### src/rtl/sbc_ram.sv
// ----------------------------------------------------------------------------
// sbc_ram
// Generic single-port ram with registered read.
// ----------------------------------------------------------------------------
module sbc_ram #(
  parameter int Width = 32,
  parameter int Depth = 64
) (
  input  logic                     clk,
  input  logic                     we,
  input  logic [$clog2(Depth)-1:0] addr,
  input  logic [Width-1:0]         wdata,
  output logic [Width-1:0]         rdata
);
  logic [Width-1:0] mem [Depth];

  always_ff @(posedge clk) begin
    if (we) begin
      mem[addr] <= wdata;
    end
    rdata <= mem[addr];
  end
endmodule

### config.mk
export PLATFORM = sky130hd
export DESIGN_NAME = sbc_ram
export DESIGN_NICKNAME = d
export VERILOG_FILES = /design/src/rtl/sbc_ram.sv
export SDC_FILE = /design/constraint.sdc
export NUM_CORES = 2
export LEC_CHECK = 0
export BUFFER_PORTS_ARGS = -buffer_cell sky130_fd_sc_hd__buf_2
export CORE_ASPECT_RATIO = 0.6
export CORE_MARGIN = 2
export CORE_UTILIZATION = 53
export DETAILED_ROUTE_END_ITERATION = 7
export GPL_ROUTABILITY_DRIVEN = 0
export HOLD_SLACK_MARGIN = 0.03
export PLACE_DENSITY = 0.72
export RECOVER_POWER = 50
export SLEW_MARGIN = 0
export SYNTH_ARGS = -nofsm -noshare
export SYNTH_HDL_FRONTEND = slang
export SYNTH_SLANG_ARGS = --single-unit
### constraint.sdc
create_clock -name clk -period 4.19 [get_ports clk]
set_input_delay 0.419 -clock clk [delete_from_list [all_inputs] [get_ports clk]]
set_output_delay 0.419 -clock clk [all_outputs]
set_load 0.1 [all_outputs]
==> impl_results.md <==
* CTS Buf Count at between 150 and 200
* Flop2flop setup slack at 1710 ps
* Clk_lat worst skew at just over 800 ps
* Nets at 4,460
* Worst R2R End: rdata[1]
* Worst Skew at roughly 36 ps
* R2r worst-path depth at 6
* Crit end category: flop
* CP startpoint kind: input pin
* Clock Path Buffers at 3
* First-pass GRT wire length at roughly 300,000 um
* Yosys reg bits at ~2,100
* Vias in the first global route at between 40,000 and 50,000
* RSZ-0062 raised after global routing: no
* Remaining Overflow, GRT at 0
* # port buffers at slightly above 70
* Synthesis warning total at 0
* VDD IR max at ~0.43 mV
* Synth Instances at about 4,200
* Max Freq at roughly 300 MHz
* Count of final hold-check violations at 0
* Worst-margin pin slew at roughly 3400 ps
* Most common cell after layout, fill and taps aside: edfxtp_1
* Antenna viol nets, final at 0
* Post-Syn Area at 0.0789 sq mm
* Worst Setup SP: wdata[14]
* Number of synthesized flops with an enable pin at about 2,000
* Routed WL per cell at between 30 and 40 um
* Clock root buffer: clkbuf_16
* Ys async rst share at 0
* Pwr Total at 0.0417 W
* Clock transition at path regs at about 60 ps
* Sequential element share of the synthesized area at 0.787
* Clk sink count at about 2,100
* Core ar. at 0.148 sq mm
* Number of max-cap violations at 35
* Post-Layout Cell Count at between 6,000 and 7,000
* DP Area at around 0.083 sq mm
* Violated checks: capacitance limit, slew limit
* Synth Flop Type: edfxtp_1
* Vias per inst at about 6.7
* Synthesis-to-layout area growth at 12.4%
* Drt pass-1 iters at 7
* Placed Instances at 6,243
* Syn Area/Cell at about 19 sq um
* Die area at 0.152 sq mm
* Yosys cell types at 56
* Normalized max-slew margin at -1.23
* Tcrit/Tclk final at 0.788
* Post-Layout Inst Area at 0.0887 sq mm
* Initial antenna violation count at 10
* DR DRC count at 0
* I/O Pins at ~70
* Commonest cells after routing, fill and taps aside: edfxtp_1, mux2i_1, a22oi_1, clkbuf_16, a221oi_1
* H-tree Lvls at 4
* Outcome: finished, violations left
* Hold Crit Class: in -> reg
* Setup_tns at 0 ps
* Initial drt markers at 7,265
* Vias at approximately 44,000
* Post-CTS Setup Inserts at 0
* Largest net degree at the start of global routing at 110
* CTS tree: done
* Req. time, crit path at 4320 ps
* Final wirelength at 210,000 um
* WS Path Type: in -> reg
* Crit-path max FO at 58
* Final HPWL DP at 122,000 um
* Leakage at ~28 nW
* Fraction of layout cells with a size suffix above 1 at 0.181
* FF-to-FF Start: mem[9][1]
* # setup viols final at 0
* Worst EP arrival at around 3400 ps
* Die Y at 303 um
* Fin util at 0.601
* Total track usage at 0.274
* Final Critical Period at roughly 3300 ps
* Die width at about 500 um
* Worst Setup EP: mem[55][14]
* Hold wc startpoint: addr[5]
* PD cells at around 470 mW/mm^2
* Num rows at between 100 and 150
* Starting density of the core at 0.535
* Post-Syn Nets at 4,279
* Slew Viols, Final at 2,002
[cells in the mapped netlist, drive strengths merged, types with 6 or more instances]
cell     instances  area (sq um)
buf            129           682
o21ai           85           425
o2bb2ai         15           131
nor2b            8          50.1
a22o            66           578
a22oi          188          1410
a221oi         175          1530
or4             15           113
o22a            70           613
nor2           145           544
clkbuf         169           638
and3            85           532
dfxtp           32           641
o221ai           6          52.6
mux4            96          2160
nor4            14          87.6
a31oi           43           269
edfxtp        2048         61500
or4b            14           140
nand2b          18           113
mux2i          259          2590
nand3           54           270
mux2           147          1660
a211oi          17           128
o22ai           93           582
a21oi          121           606
a221o           15           150
a222oi          16           160
a2111oi         15           131
nor3            22           110
nand2           28           105
[report_power, final]
part / switching (W) / internal [W] / total, W
Sequential: 0.000104 / 0.0231 / 0.0232
Combinational: 0.00186 / 0.000692 / 0.00255
Clock: 0.00727 / 0.00866 / 0.0159
[per-layer routing]
metal / GRT usage / routed length (um) / up-vias
met3: 0.0762 / 29200 / 344
met4: 0.0799 / 5690 / 10
met5: 0 / 56 / -
met1: 0.420 / 84800 / 22402
met2: 0.386 / 90400 / 3150
li1: - / - / 17998
[worst min-delay path by stage]
stage            endpoint  slack, ps  depth (start not counted)
4_1_cts        mem[41][9]         30                          1
2_1_floorplan   mem[0][0]        520                          0
3_5_place_dp    rdata[28]        660                          4
6_report         rdata[0]        260                          3
3_3_place_gp    rdata[28]        630                          4
5_1_grt          rdata[0]        260                          3
[cells by family (layout without fill, tap and decap cells)]
group / Yosys count / after routing / share of synthesized area
compound gates: 933 / 933 / 0.0866
simple gates: 424 / 424 / 0.0281
mux: 502 / 502 / 0.0812
flops: 2080 / 2080 / 0.787
buf+inv: 300 / 625 / 0.0168
other cells: 0 / 5 / 0
[flip-flops by register name, indices dropped and copies added (netlist names)]
name	cells
rdata	32
mem	2048
[critical path, stage by stage]
cell,delay [ps]
dlygate4sd3_1,520
clkbuf_1,240
clkbuf_1,2200
[what timing repair did]
action | 4_1_cts | 5_1_grt
resized for setup | 0 | 0
hold buffers | 1 | 0
hold endpoints to repair | 6 | 0
[metrics by stage]
stage | hold WS [ps] | setup slack (ps)
finish | 259 | 889
global route | 261 | 716
CTS | 33.3 | 1520
detailed placement | 658 | 645
global placement | 633 | 774
floorplan | 518 | 532
[layout make-up]
| type | count | area (sq um) |
|---|---|---|
| Sequential cell | 2080 | 62100 |
| Multi-Input combinational cell | 1859 | 16000 |
| Timing Repair Buffer | 305 | 2540 |
| Clock inverter | 87 | 767 |
| Antenna cell | 5 | 12.5 |
| Tap cell | 1998 | 2500 |
| Fill cell | 10436 | 58800 |
| Inverter | 2 | 15.0 |
| Clock buffer | 231 | 4710 |
Note: power is estimated with default switching activity, not from simulation.
